==> src/rtl/core/eqlb_pkg.sv <==
`timescale 1ns / 1ps
// ----------------------------------------------------------------------------
// eqlb_pkg: shared types and constants of the quote line blanker
// Character widths, register indexes and the result record.
// ----------------------------------------------------------------------------
package eqlb_pkg;

  localparam int unsigned CharW    = 21;
  localparam int unsigned TdataW   = 24;
  localparam int unsigned MarginW  = 4;
  localparam int unsigned QcountW  = 3;
  localparam int unsigned CfgIdxW  = 3;
  localparam int unsigned NumQuote = 4;
  localparam int unsigned LevelW   = 2;

  localparam logic [CharW-1:0] SpaceCode   = 21'd32;
  localparam logic [CharW-1:0] NewlineCode = 21'd10;

  typedef enum logic [CfgIdxW-1:0] {
    CFG_MARGIN      = 3'd0,
    CFG_QUOTE_COUNT = 3'd1,
    CFG_QUOTE_A     = 3'd2,
    CFG_QUOTE_B     = 3'd3,
    CFG_QUOTE_C     = 3'd4,
    CFG_QUOTE_D     = 3'd5
  } cfg_idx_e;

  // one result as it travels to the output buffer
  typedef struct packed {
    logic [CharW-1:0] out_char;
    logic             blanked;
    logic             last_of_run;
  } res_t;

  // output buffer status seen by the sequencer
  typedef struct packed {
    logic [LevelW-1:0] level;
    logic              pop;
  } ob_status_t;

endpackage

==> src/rtl/core/eqlb_store.sv <==
`timescale 1ns / 1ps
// ----------------------------------------------------------------------------
// eqlb_store: pending character memory
// One write port and one read port, read data registered.
// ----------------------------------------------------------------------------
module eqlb_store #(
  parameter int unsigned DEPTH = 15,
  parameter int unsigned AW    = 4
) (
  input  logic                        clk_i,
  input  logic                        we_i,
  input  logic [AW-1:0]               waddr_i,
  input  logic [eqlb_pkg::CharW-1:0]  wdata_i,
  input  logic                        re_i,
  input  logic [AW-1:0]               raddr_i,
  output logic [eqlb_pkg::CharW-1:0]  rdata_o
);

  logic [eqlb_pkg::CharW-1:0] mem [DEPTH];
  logic [eqlb_pkg::CharW-1:0] rdata_q;

  always_ff @(posedge clk_i) begin
    if (we_i) begin
      mem[waddr_i] <= wdata_i;
    end
    if (re_i) begin
      rdata_q <= mem[raddr_i];
    end
  end

  assign rdata_o = rdata_q;

endmodule

==> src/rtl/core/eqlb_outbuf.sv <==
`timescale 1ns / 1ps
// ----------------------------------------------------------------------------
// eqlb_outbuf: two-entry result buffer
// Decouples the result stage from output backpressure.
// ----------------------------------------------------------------------------
module eqlb_outbuf (
  input  logic                 clk_i,
  input  logic                 rst_ni,
  input  logic                 push_i,
  input  eqlb_pkg::res_t       push_res_i,
  output eqlb_pkg::ob_status_t status_o,
  output logic                 m_valid_o,
  input  logic                 m_ready_i,
  output eqlb_pkg::res_t       m_res_o
);

  eqlb_pkg::res_t                 ent_q [2];
  logic                           wptr_q, rptr_q;
  logic [eqlb_pkg::LevelW-1:0]    level_q, level_d;
  logic                           pop;

  assign m_valid_o = (level_q != '0);
  assign pop       = m_valid_o & m_ready_i;
  assign m_res_o   = ent_q[rptr_q];

  always_comb begin
    level_d = level_q;
    if (push_i && !pop) begin
      level_d = level_q + 2'd1;
    end else if (!push_i && pop) begin
      level_d = level_q - 2'd1;
    end
  end

  always_ff @(posedge clk_i) begin
    if (push_i) begin
      ent_q[wptr_q] <= push_res_i;
    end
  end

  always_ff @(posedge clk_i or negedge rst_ni) begin
    if (!rst_ni) begin
      wptr_q  <= 1'b0;
      rptr_q  <= 1'b0;
      level_q <= '0;
    end else begin
      if (push_i) wptr_q <= ~wptr_q;
      if (pop)    rptr_q <= ~rptr_q;
      level_q <= level_d;
    end
  end

  assign status_o.level = level_q;
  assign status_o.pop   = pop;

endmodule

==> src/rtl/core/eqlb_ctrl.sv <==
`timescale 1ns / 1ps
// ----------------------------------------------------------------------------
// eqlb_ctrl: line state, configuration and flush sequencer
// Decides per character whether to hold, release or pass it, and walks
// the pending memory when held characters are released.
// ----------------------------------------------------------------------------
module eqlb_ctrl #(
  parameter int unsigned MAX_MARGIN = 15,
  parameter int unsigned AW         = 4
) (
  input  logic                          clk_i,
  input  logic                          rst_ni,
  // configuration
  input  logic                          cfg_valid_i,
  input  logic [eqlb_pkg::CfgIdxW-1:0]  cfg_index_i,
  input  logic [eqlb_pkg::CharW-1:0]    cfg_data_i,
  // input items
  input  logic                          in_valid_i,
  output logic                          in_ready_o,
  input  logic [eqlb_pkg::CharW-1:0]    in_char_i,
  input  logic                          in_eot_i,
  // pending memory
  output logic                          mem_we_o,
  output logic [AW-1:0]                 mem_waddr_o,
  output logic [eqlb_pkg::CharW-1:0]    mem_wdata_o,
  output logic                          mem_re_o,
  output logic [AW-1:0]                 mem_raddr_o,
  input  logic [eqlb_pkg::CharW-1:0]    mem_rdata_i,
  // output buffer
  input  eqlb_pkg::ob_status_t          ob_status_i,
  output logic                          push_o,
  output eqlb_pkg::res_t                push_res_o
);

  localparam int unsigned LW = $clog2(MAX_MARGIN + 1);

  typedef enum logic [1:0] {
    ST_IDLE,
    ST_FLUSH,
    ST_TAIL
  } state_e;

  // configuration registers
  logic [eqlb_pkg::MarginW-1:0] margin_q;
  logic [eqlb_pkg::QcountW-1:0] qcount_q;
  logic [eqlb_pkg::CharW-1:0]   quote_q [eqlb_pkg::NumQuote];

  // line state
  logic                         ls_q, ls_d;
  logic                         quoting_q, quoting_d;
  logic [eqlb_pkg::MarginW-1:0] col_q, col_d;
  logic [LW-1:0]                len_q, len_d;

  // sequencer
  state_e                       state_q, state_d;
  logic [LW-1:0]                fidx_q, fidx_d;
  logic [LW-1:0]                flen_q, flen_d;
  logic                         fblank_q, fblank_d;
  logic [eqlb_pkg::CharW-1:0]   tail_char_q, tail_char_d;
  logic                         tail_blank_q, tail_blank_d;

  // result stage in front of the memory read data
  logic                         s1_valid_q, s1_valid_d;
  logic                         s1_mem_q, s1_mem_d;
  eqlb_pkg::res_t               s1_res_q, s1_res_d;

  logic [eqlb_pkg::LevelW-1:0]  occ;
  logic                         credit_ok;
  logic                         acc;
  logic [eqlb_pkg::NumQuote-1:0] qmatch;
  logic                         is_q, is_nl, quoting_n, can_hold, hold, tb;
  logic [eqlb_pkg::MarginW-1:0] eff_margin;

  // room for one more result once the stage ahead has drained into the buffer
  assign occ       = ob_status_i.level + eqlb_pkg::LevelW'(s1_valid_q);
  assign credit_ok = (occ < 2'd2) || ((occ == 2'd2) && ob_status_i.pop);

  assign in_ready_o = (state_q == ST_IDLE) && credit_ok;
  assign acc        = in_valid_i && in_ready_o;

  always_comb begin
    for (int i = 0; i < eqlb_pkg::NumQuote; i++) begin
      qmatch[i] = (qcount_q > eqlb_pkg::QcountW'(i)) && (quote_q[i] == in_char_i);
    end
  end

  always_comb begin
    if (MAX_MARGIN < 15 && 8'(margin_q) > 8'(MAX_MARGIN)) begin
      eff_margin = eqlb_pkg::MarginW'(MAX_MARGIN);
    end else begin
      eff_margin = margin_q;
    end
  end

  assign is_q      = |qmatch;
  assign is_nl     = (in_char_i == eqlb_pkg::NewlineCode);
  assign quoting_n = quoting_q | (ls_q & is_q);
  assign can_hold  = (col_q < eff_margin) && (len_q < LW'(MAX_MARGIN));
  assign hold      = !is_nl && !quoting_n && ls_q && can_hold && !in_eot_i;
  assign tb        = quoting_n && !is_nl;

  assign mem_we_o    = acc && hold;
  assign mem_waddr_o = len_q[AW-1:0];
  assign mem_wdata_o = in_char_i;
  assign mem_re_o    = (state_q == ST_FLUSH) && credit_ok;
  assign mem_raddr_o = fidx_q[AW-1:0];

  always_comb begin
    ls_d         = ls_q;
    quoting_d    = quoting_q;
    col_d        = col_q;
    len_d        = len_q;
    state_d      = state_q;
    fidx_d       = fidx_q;
    flen_d       = flen_q;
    fblank_d     = fblank_q;
    tail_char_d  = tail_char_q;
    tail_blank_d = tail_blank_q;
    s1_valid_d   = 1'b0;
    s1_mem_d     = s1_mem_q;
    s1_res_d     = s1_res_q;

    case (state_q)
      ST_IDLE: begin
        if (acc) begin
          if (in_eot_i || is_nl) begin
            ls_d      = 1'b1;
            quoting_d = 1'b0;
            col_d     = '0;
            len_d     = '0;
          end else if (quoting_n) begin
            quoting_d = 1'b1;
            len_d     = '0;
            if (col_q < eff_margin) begin
              col_d = col_q + 4'd1;
            end else begin
              ls_d = 1'b0;
            end
          end else if (ls_q) begin
            if (can_hold) begin
              len_d = len_q + LW'(1);
              col_d = col_q + 4'd1;
            end else begin
              ls_d  = 1'b0;
              len_d = '0;
            end
          end

          if (!hold) begin
            if (len_q != '0) begin
              state_d      = ST_FLUSH;
              fidx_d       = '0;
              flen_d       = len_q;
              fblank_d     = quoting_n;
              tail_char_d  = in_char_i;
              tail_blank_d = tb;
            end else begin
              s1_valid_d           = 1'b1;
              s1_mem_d             = 1'b0;
              s1_res_d.out_char    = tb ? eqlb_pkg::SpaceCode : in_char_i;
              s1_res_d.blanked     = tb;
              s1_res_d.last_of_run = 1'b1;
            end
          end
        end
      end
      ST_FLUSH: begin
        if (credit_ok) begin
          s1_valid_d           = 1'b1;
          s1_mem_d             = 1'b1;
          s1_res_d.out_char    = eqlb_pkg::SpaceCode;
          s1_res_d.blanked     = fblank_q;
          s1_res_d.last_of_run = 1'b0;
          fidx_d               = fidx_q + LW'(1);
          if (LW'(fidx_q + LW'(1)) == flen_q) begin
            state_d = ST_TAIL;
          end
        end
      end
      ST_TAIL: begin
        if (credit_ok) begin
          s1_valid_d           = 1'b1;
          s1_mem_d             = 1'b0;
          s1_res_d.out_char    = tail_blank_q ? eqlb_pkg::SpaceCode : tail_char_q;
          s1_res_d.blanked     = tail_blank_q;
          s1_res_d.last_of_run = 1'b1;
          state_d              = ST_IDLE;
        end
      end
      default: begin
        state_d = ST_IDLE;
      end
    endcase
  end

  // a character read back from memory becomes a space when the run is blanked
  always_comb begin
    push_res_o = s1_res_q;
    if (s1_mem_q && !s1_res_q.blanked) begin
      push_res_o.out_char = mem_rdata_i;
    end
  end
  assign push_o = s1_valid_q;

  always_ff @(posedge clk_i) begin
    fidx_q       <= fidx_d;
    flen_q       <= flen_d;
    fblank_q     <= fblank_d;
    tail_char_q  <= tail_char_d;
    tail_blank_q <= tail_blank_d;
    s1_mem_q     <= s1_mem_d;
    s1_res_q     <= s1_res_d;
  end

  always_ff @(posedge clk_i or negedge rst_ni) begin
    if (!rst_ni) begin
      state_q    <= ST_IDLE;
      s1_valid_q <= 1'b0;
      ls_q       <= 1'b1;
      quoting_q  <= 1'b0;
      col_q      <= '0;
      len_q      <= '0;
    end else begin
      state_q    <= state_d;
      s1_valid_q <= s1_valid_d;
      ls_q       <= ls_d;
      quoting_q  <= quoting_d;
      col_q      <= col_d;
      len_q      <= len_d;
    end
  end

  always_ff @(posedge clk_i or negedge rst_ni) begin
    if (!rst_ni) begin
      margin_q   <= 4'd10;
      qcount_q   <= 3'd2;
      quote_q[0] <= 21'd62;
      quote_q[1] <= 21'd124;
      quote_q[2] <= '0;
      quote_q[3] <= '0;
    end else if (cfg_valid_i) begin
      case (eqlb_pkg::cfg_idx_e'(cfg_index_i))
        eqlb_pkg::CFG_MARGIN:      margin_q   <= cfg_data_i[eqlb_pkg::MarginW-1:0];
        eqlb_pkg::CFG_QUOTE_COUNT: qcount_q   <= cfg_data_i[eqlb_pkg::QcountW-1:0];
        eqlb_pkg::CFG_QUOTE_A:     quote_q[0] <= cfg_data_i;
        eqlb_pkg::CFG_QUOTE_B:     quote_q[1] <= cfg_data_i;
        eqlb_pkg::CFG_QUOTE_C:     quote_q[2] <= cfg_data_i;
        eqlb_pkg::CFG_QUOTE_D:     quote_q[3] <= cfg_data_i;
        default: begin
        end
      endcase
    end
  end

endmodule

==> src/rtl/core/email_quote_line_blanker_top.sv <==
`timescale 1ns / 1ps
// ----------------------------------------------------------------------------
// email_quote_line_blanker_top: blanks email-quoted lines in a text stream
//
//   channel   dir  handshake                 payload
//   s_axis    in   s_axis_tvalid/tready      tdata in_char, tuser end_of_text
//   m_axis    out  m_axis_tvalid/tready      tdata out_char, tuser blanked,
//                                            tlast last_of_run
//   cfg       in   cfg_valid/cfg_ready       cfg_index, cfg_data
//
// A character that releases held characters is accepted, then the pending
// memory is read once per held character, then the final character is sent;
// input waits until that is done. A passed character goes through the result
// stage and the output buffer before it leaves; released characters follow,
// one per cycle while the result stage and output buffer have room.
// Reset is asynchronous and needs no clearing pass; the memory is only read
// below its fill count. A stalled output stops input once two results wait
// in the result stage and the two-entry output buffer.
// ----------------------------------------------------------------------------
module email_quote_line_blanker_top #(
  parameter int unsigned MAX_MARGIN = 15
) (
  input  logic                                clk_i,
  input  logic                                rst_ni,
  // input stream
  input  logic                                s_axis_tvalid_i,
  output logic                                s_axis_tready_o,
  input  logic [eqlb_pkg::TdataW-1:0]         s_axis_tdata_i,   // [20:0] in_char
  input  logic [0:0]                          s_axis_tuser_i,   // [0] end_of_text
  // output stream
  output logic                                m_axis_tvalid_o,
  input  logic                                m_axis_tready_i,
  output logic [eqlb_pkg::TdataW-1:0]         m_axis_tdata_o,   // [20:0] out_char
  output logic [0:0]                          m_axis_tuser_o,   // [0] blanked
  output logic                                m_axis_tlast_o,
  // configuration writes
  input  logic                                cfg_valid_i,
  output logic                                cfg_ready_o,
  input  logic [eqlb_pkg::CfgIdxW-1:0]        cfg_index_i,
  input  logic [eqlb_pkg::CharW-1:0]          cfg_data_i
);

  localparam int unsigned AW = (MAX_MARGIN > 1) ? $clog2(MAX_MARGIN) : 1;

  logic                         mem_we, mem_re;
  logic [AW-1:0]                mem_waddr, mem_raddr;
  logic [eqlb_pkg::CharW-1:0]   mem_wdata, mem_rdata;
  eqlb_pkg::ob_status_t         ob_status;
  logic                         push;
  eqlb_pkg::res_t               push_res, m_res;

  assign cfg_ready_o = 1'b1;

  eqlb_ctrl #(
    .MAX_MARGIN (MAX_MARGIN),
    .AW         (AW)
  ) u_ctrl (
    .clk_i       (clk_i),
    .rst_ni      (rst_ni),
    .cfg_valid_i (cfg_valid_i),
    .cfg_index_i (cfg_index_i),
    .cfg_data_i  (cfg_data_i),
    .in_valid_i  (s_axis_tvalid_i),
    .in_ready_o  (s_axis_tready_o),
    .in_char_i   (s_axis_tdata_i[eqlb_pkg::CharW-1:0]),
    .in_eot_i    (s_axis_tuser_i[0]),
    .mem_we_o    (mem_we),
    .mem_waddr_o (mem_waddr),
    .mem_wdata_o (mem_wdata),
    .mem_re_o    (mem_re),
    .mem_raddr_o (mem_raddr),
    .mem_rdata_i (mem_rdata),
    .ob_status_i (ob_status),
    .push_o      (push),
    .push_res_o  (push_res)
  );

  eqlb_store #(
    .DEPTH (MAX_MARGIN),
    .AW    (AW)
  ) u_store (
    .clk_i   (clk_i),
    .we_i    (mem_we),
    .waddr_i (mem_waddr),
    .wdata_i (mem_wdata),
    .re_i    (mem_re),
    .raddr_i (mem_raddr),
    .rdata_o (mem_rdata)
  );

  eqlb_outbuf u_outbuf (
    .clk_i      (clk_i),
    .rst_ni     (rst_ni),
    .push_i     (push),
    .push_res_i (push_res),
    .status_o   (ob_status),
    .m_valid_o  (m_axis_tvalid_o),
    .m_ready_i  (m_axis_tready_i),
    .m_res_o    (m_res)
  );

  assign m_axis_tdata_o = {{(eqlb_pkg::TdataW - eqlb_pkg::CharW){1'b0}}, m_res.out_char};
  assign m_axis_tuser_o = m_res.blanked;
  assign m_axis_tlast_o = m_res.last_of_run;

endmodule

==> config.mk <==
export PLATFORM = sky130hd
export DESIGN_NAME = email_quote_line_blanker_top
export DESIGN_NICKNAME = d
export VERILOG_FILES = /design/src/rtl/core/eqlb_pkg.sv /design/src/rtl/core/eqlb_store.sv /design/src/rtl/core/eqlb_outbuf.sv /design/src/rtl/core/eqlb_ctrl.sv /design/src/rtl/core/email_quote_line_blanker_top.sv
export SDC_FILE = /design/constraint.sdc
export NUM_CORES = 1
export LEC_CHECK = 0
export BUFFER_PORTS_ARGS = -buffer_cell sky130_fd_sc_hd__buf_2
export CAP_MARGIN = 25
export CORE_UTILIZATION = 55
export CTS_BUF_LIST = sky130_fd_sc_hd__clkbuf_4
export CTS_CLUSTER_DIAMETER = 100
export DETAILED_ROUTE_END_ITERATION = 8
export GPL_ROUTABILITY_DRIVEN = 0
export GPL_TIMING_DRIVEN = 0
export HOLD_SLACK_MARGIN = 0.1
export PLACE_DENSITY = 0.72
export SETUP_SLACK_MARGIN = 0.5
export SYNTH_ARGS = -nofsm -noshare
export SYNTH_HDL_FRONTEND = slang
export SYNTH_SLANG_ARGS = --single-unit
==> constraint.sdc <==
create_clock -name clk_i -period 6 [get_ports clk_i]
set_clock_uncertainty 0.2 [all_clocks]
set_input_delay 0.3 -clock clk_i [delete_from_list [all_inputs] [get_ports clk_i]]
set_output_delay 0.3 -clock clk_i [all_outputs]
set_load 0.03 [all_outputs]
# Word-level counts from Yosys, hierarchy flattened
# Memories as Yosys holds them, arrays and structs flattened. A register that Yosys moved wholly into a read port is not among the register bits.
# Index checks and enable logic that the tools add are counted.
dict set report totals {
  wordCells 174
  ram_bits 361
  memories 2
  regBits 163
}
# memory words word_bits read_ports rd_clocked_by_memory_dff wr line_no
set memory_table {}
lappend memory_table {u_store.mem 15 21 1 1 1 eqlb_store.sv:19} ;# logic [eqlb_pkg::CharW-1:0] mem [DEPTH];
lappend memory_table {u_outbuf.ent_q 2 23 1 0 1 eqlb_outbuf.sv:17} ;# eqlb_pkg::res_t ent_q [2];
dict set report classes {
  n_reduce_logical 52
  n_eq_ne 23
  order_cmp 7
  bitwise 6
  addsub 6
  mux 54
}
# op n
set ops {}
lappend ops {{$mux 23} 5}
lappend ops {{$eq 21x21->1} 4}
lappend ops {{$pmux 23 s3} 1}
lappend ops {{$mux 21} 3}
lappend ops {{$mux 4} 13}
lappend ops {{$eq 21x4->1 const B} 1}
lappend ops {{$mux 1} 20}
lappend ops {{$logic_and 1x1->1} 18}
lappend ops {{$mux 2} 8}
lappend ops {{$add 4x1->4 const B} 3}
lappend ops {{$reduce_and 2->1} 6}
lappend ops {{$reduce_and 6->1} 2}
lappend ops {{$reduce_and 5->1} 2}
lappend ops {{$reduce_and 3->1} 3}
lappend ops {{$reduce_bool 3->1} 3}
lappend ops {{$ne 2x2->1 const B} 4}
lappend ops {{$pmux 4 s2} 1}
lappend ops {{$reduce_bool 2->1} 4}
lappend ops {{$eq 3x2->1 const B} 2}
lappend ops {{$eq 3x3->1 const B} 2}
lappend ops {{$gt 3x1->1 const B} 2}
lappend ops {{$gt 3x2->1 const B} 2}
lappend ops {{$logic_not 1->1} 6}
lappend ops {{$ne 2x1->1 const B} 3}
lappend ops {{other kinds (24)} 30}

# Logic depth before layout (Yosys ltp)
dict set report logic_depth {
  ltp_word 13
  depth_mapped 9
  ltp_nobuf 8
}

# Hierarchy
# From an unflattened synthesis, not the netlist that was laid out.
dict set report hier_totals {
  hier_cells 1300
  area_unflattened_um2 22683.0
}
# mod area_per_inst_um2 seq_area_each_um2 cells_per_inst instances
set by_module_without_submodules {}
lappend by_module_without_submodules {eqlb_store 12694.7 10089.7 595 1}
lappend by_module_without_submodules {eqlb_ctrl 7991.4 4271.6 610 1}
lappend by_module_without_submodules {eqlb_outbuf 1959.4 1481.4 89 1}
lappend by_module_without_submodules {email_quote_line_blanker_top 37.5 0.0 6 1}

# Worst setup path after synthesis
# OpenSTA, ideal clock, no wires.
dict set report synth_timing {
  path_type {register -> register}
  from {reg u_outbuf.level_q[0] (netlist bit)}
  to {mem u_store.mem[3][0] (netlist bit), enable pin}
  path_slack_ns 1.045
  t_arrival_ns 4.302
  path_stages_with_launch 8
  period_less_slack_ns 4.955
  n_path_buf 0
  required_ns 5.347
  cell_sequence {dfrtp_1 > ha_1 > nand2b_1 > a22oi_1 > and2_1 > nand2_1 > nor3_2 > nor4bb_1}
}
dict set report synth_via {
  elab_chain_cells 9
}
# element line_no
set synth_lines {}
lappend synth_lines {{start: declaration} eqlb_outbuf.sv:19} ;# logic [eqlb_pkg::LevelW-1:0] level_q, level_d;
lappend synth_lines {{start signal: assignment} eqlb_outbuf.sv:49} ;# level_q <= level_d;
lappend synth_lines {{$add 2x1->2 / $reduce_bool 2->1 (equally long branches)} {eqlb_ctrl.sv:75, eqlb_outbuf.sv:22}}
lappend synth_lines {{$eq 2x2->1 / $and 1x1->1 (equally long branches)} {eqlb_ctrl.sv:76, eqlb_outbuf.sv:23}}
lappend synth_lines {{$logic_and 1x1->1} eqlb_ctrl.sv:76} ;# assign credit_ok = (occ < 2'd2) || ((occ == 2'd2) && ob_status_i.pop);
lappend synth_lines {{$logic_or 1x1->1 (*)} eqlb_ctrl.sv:76}
lappend synth_lines {{$logic_and 1x1->1 (*)} eqlb_ctrl.sv:78} ;# assign in_ready_o = (state_q == ST_IDLE) && credit_ok;
lappend synth_lines {{net s_axis_tready_o} email_quote_line_blanker_top.sv:27} ;# output logic s_axis_tready_o,
lappend synth_lines {{$logic_and 1x1->1 (*)} eqlb_ctrl.sv:79} ;# assign acc = in_valid_i && in_ready_o;
lappend synth_lines {{$logic_and 1x1->1 (*)} eqlb_ctrl.sv:102} ;# assign mem_we_o = acc && hold;
lappend synth_lines {{$mux 1 (*)} eqlb_store.sv:23} ;# if (we_i) begin
lappend synth_lines {{$mux 1 (not written as such) (*)} eqlb_store.sv:24} ;# mem[waddr_i] <= wdata_i;
lappend synth_lines {{end: declaration} eqlb_store.sv:19}
# The timed path passes the listed nets; every way through them passes the cells marked *.

# Final worst setup path
dict set report layout_timing {
  from {reg u_outbuf.level_q[0] (netlist bit)}
  to {mem u_store.mem[5][2] (netlist bit), enable pin}
}
dict set report layout_via {
  elab_chain_cells 9
}
# element line_no
set layout_lines {}
lappend layout_lines {{$add 2x1->2 / $reduce_bool 2->1 (equally long branches)} {eqlb_ctrl.sv:75, eqlb_outbuf.sv:22}}
lappend layout_lines {{$eq 2x2->1 / $and 1x1->1 (equally long branches)} {eqlb_ctrl.sv:76, eqlb_outbuf.sv:23}}
lappend layout_lines {{$logic_and 1x1->1} eqlb_ctrl.sv:76}
lappend layout_lines {{$logic_or 1x1->1 (*)} eqlb_ctrl.sv:76}
lappend layout_lines {{$logic_and 1x1->1 (*)} eqlb_ctrl.sv:78}
lappend layout_lines {{$logic_and 1x1->1 (*)} eqlb_ctrl.sv:79}
lappend layout_lines {{$logic_and 1x1->1 (*)} eqlb_ctrl.sv:102}
lappend layout_lines {{$mux 1 (*)} eqlb_store.sv:23}
lappend layout_lines {{$mux 1 (not written as such) (*)} eqlb_store.sv:24}
# Every way passes the cells marked *; elsewhere a longest branch is shown, timed or not.

==> qor.yml <==
status: "finished, final reports clean"
critical_path_class: "register to register"
numCtsBuffers: 138
timing.critical_path.from: "u_outbuf.level_q[0]"
grt_use_met2_pct: 43.68
path_clk_slew_ps: 70
rsz0062_at_grt: "no"
worst_slew_pin_slew_ps: 995.1
synth_cells: 1374
drc: 0
syn_avg_cell_area_sq_um: 16.54
first_global_vias: 13970
ys_types: 63
r2r_setup_slack_ps: 1460
seq_area_frac_synth_pct: 69.69
use_met3_pct: 5.226
routed_wl_microns: 56120
synth_flop_cell: "edfxtp_1"
r2r_cells: 9
grt-ovfl-total: 0
drive_gt1_share_pct: 32.35
vias_per_cell: 5.948
hold_start: "cfg_data_i[3]"
hold_path_end: "u_ctrl.quote_q[3]"
crit_fanout: 13
hpwl_microns: 37900
arrival_ps: 4850
holdWs_ps: 190.9
port_buffers: 75
start_kind: "register"
grt.total_usage_pct: 27.36
coreArea_sq_um: 40830
h-tree-depth: 4
powerDensity_nw_per_um2: 409.8
fill_cells: 2845
irDropWorstVdd_mv: 0.1932
use_met1_pct: 37.05
cts_buffer_depth: 3
cap_violations: 0
fin_setup_tns_ps: 0
synthArstFlopShare_pct: 19.82
end_kind: "register"
pre_cts_ws_ps: 1355
post-route-period-util_pct: 75.65
fin_crit_ps: 4539
syn_area_sq_um: 22730
min_path_type: "input pin to register"
layout_commonest_cell: "edfxtp_1"
required_ps: 6310
die_w_microns: 205.3
initial_utilization_pct: 55.67
grt_max_degree: 54
cts_sinks: 545
ys_seq_elements: 545
boundaryPins: 83
finalSetupViolCount: 0
whs_path_depth: 3
cts_root_buffer: "clkbuf_4"
final_hold_viol_count: 0
cts_tree: "done"
insertion_delay_ps: 850
r2r_start: "u_outbuf.level_q[0]"
layout_common_cells: "edfxtp_1, clkbuf_4, mux2_2, dfrtp_1, buf_2"
vias: 13820
post_cts_buffers: 0
drt_iter0_markers: 1461
r2r_end: "u_store.mem[5][2]"
core.rowCount: 74
fin_nets: 1762
report.final.slew_viol_count: 0
area_delta_synth_final_pct: 18.32
post_drt_wl_per_cell_microns: 24.15
p_leak_nw: 9.611
busiest_layer: "met2"
die_y_microns: 205.3
timing.fmax_mhz: 220.3
setup_ws_ps: 1461
yosys_warnings: 0
antenna_found_initial: 1
dieArea_sq_um: 42150
drt-pass1-iter-count: 5
max_slew_margin_pct: 33.61
synth_edf_count: 437
ant_nets: 0
grt_pass1_wl_microns: 82830
## power by group
group	internal (mW)	switching (mW)	total [mW]
registers	4.73	0.230	4.96
logic	1.17	1.77	2.94
clock network	1.68	1.44	3.12
total	7.58	3.44	11.0
## state kept, by name, indices dropped and copies added (netlist names), 21 cells and up
name / count
u_store.rdata_o: 21
u_ctrl.tail_char_q: 21
u_outbuf.ent_q: 46
u_ctrl.s1_res_q: 21
u_store.mem: 315
u_ctrl.quote_q: 84
## cells in the mapped netlist, types with 21 or more instances
cell type    n  area, sq um
edfxtp_1   437        13120
mux2_2     175         1971
dfrtp_1     94         2352
clkbuf_1    61        229.0
o21ai_0     52        260.3
xnor2_1     50        437.9
nand2_1     49        183.9
xor2_1      47        411.6
nor2_1      43        161.4
mux4_2      42        945.9
a21oi_1     27        135.1
o22ai_1     24        150.1
mux2i_1     23        230.2
a22oi_1     22        165.2
nor4_1      22        137.6
nand4_1     21        131.4
## what timing repair did
| action | 4_1_cts | 5_1_grt |
|---|---|---|
| resized for setup | 0 | 0 |
| hold buffers | 76 | 0 |
| hold endpoints to repair | 549 | 0 |
## through the flow
| stage | cells | power [mW] | area, sq um | utilization, % |
|---|---|---|---|---|
| final | 2324 | 11.02 | 26900 | 65.87 |
| after global routing | 2323 | 11.50 | 26890 | 65.87 |
| after CTS | 2317 | 11.00 | 26790 | 65.62 |
| after detailed placement | 2003 | 7.851 | 24270 | 59.45 |
| after global placement | 1983 | 7.709 | 23780 | 58.24 |
| after floorplan | 1376 | 6.856 | 22740 | - |
## how the worst max path moves through the flow
stage	end	slack (ps)	depth (start not counted)
floorplan	u_store.mem[3][0]	1050	7
global placement	u_store.mem[3][4]	-1320	9
detailed placement	u_store.mem[5][5]	1360	11
CTS	u_store.mem[5][2]	1480	9
global route	u_store.mem[4][7]	1190	9
finish	u_store.mem[5][2]	1460	9
## routing by layer
metal,vias to the layer above,part of all wire (%)
li1,6060,-
met1,6884,41
met2,750,48
met3,128,8.6
met4,0,2.9
met5,-,0
## cells by family (layout without fill, tap and decap cells)
kind of cell / after synthesis / after routing / share of synthesized area (%)
DFF: 545 / 545 / 69.69
muxes: 240 / 240 / 13.84
and+or+nand+nor: 205 / 205 / 4.954
AOI/OAI and AO/OA: 167 / 167 / 4.904
buffers and inverters: 101 / 515 / 1.855
xor gates and xnor gates: 98 / 98 / 3.836
adders and majority gates: 16 / 16 / 0.8807
other: 2 / 6 / 0.03304
## final cells by class
cell class	count	area, sq um	share of cell area [%]
antenna	2	5.005	0.01861
buffer	82	350.3	1.303
clock buffer	204	1531	5.694
clock inverter	34	207.7	0.7722
inverter	19	71.32	0.2652
multi-input combinational	730	6523	24.25
sequential	545	15840	58.90
tap	532	665.6	2.475
timing repair buffer	176	1700	6.322
## critical path, stage by stage, from the launching register on
cell,delay [ps]
dfrtp_1,440
ha_1,320
nand2b_1,140
a22oi_1,470
and2_1,230
nand2_1,230
nor3_2,620
clkbuf_1,370
and4b_1,920
buf_8,240
Note: power is estimated with default switching activity, not from simulation.
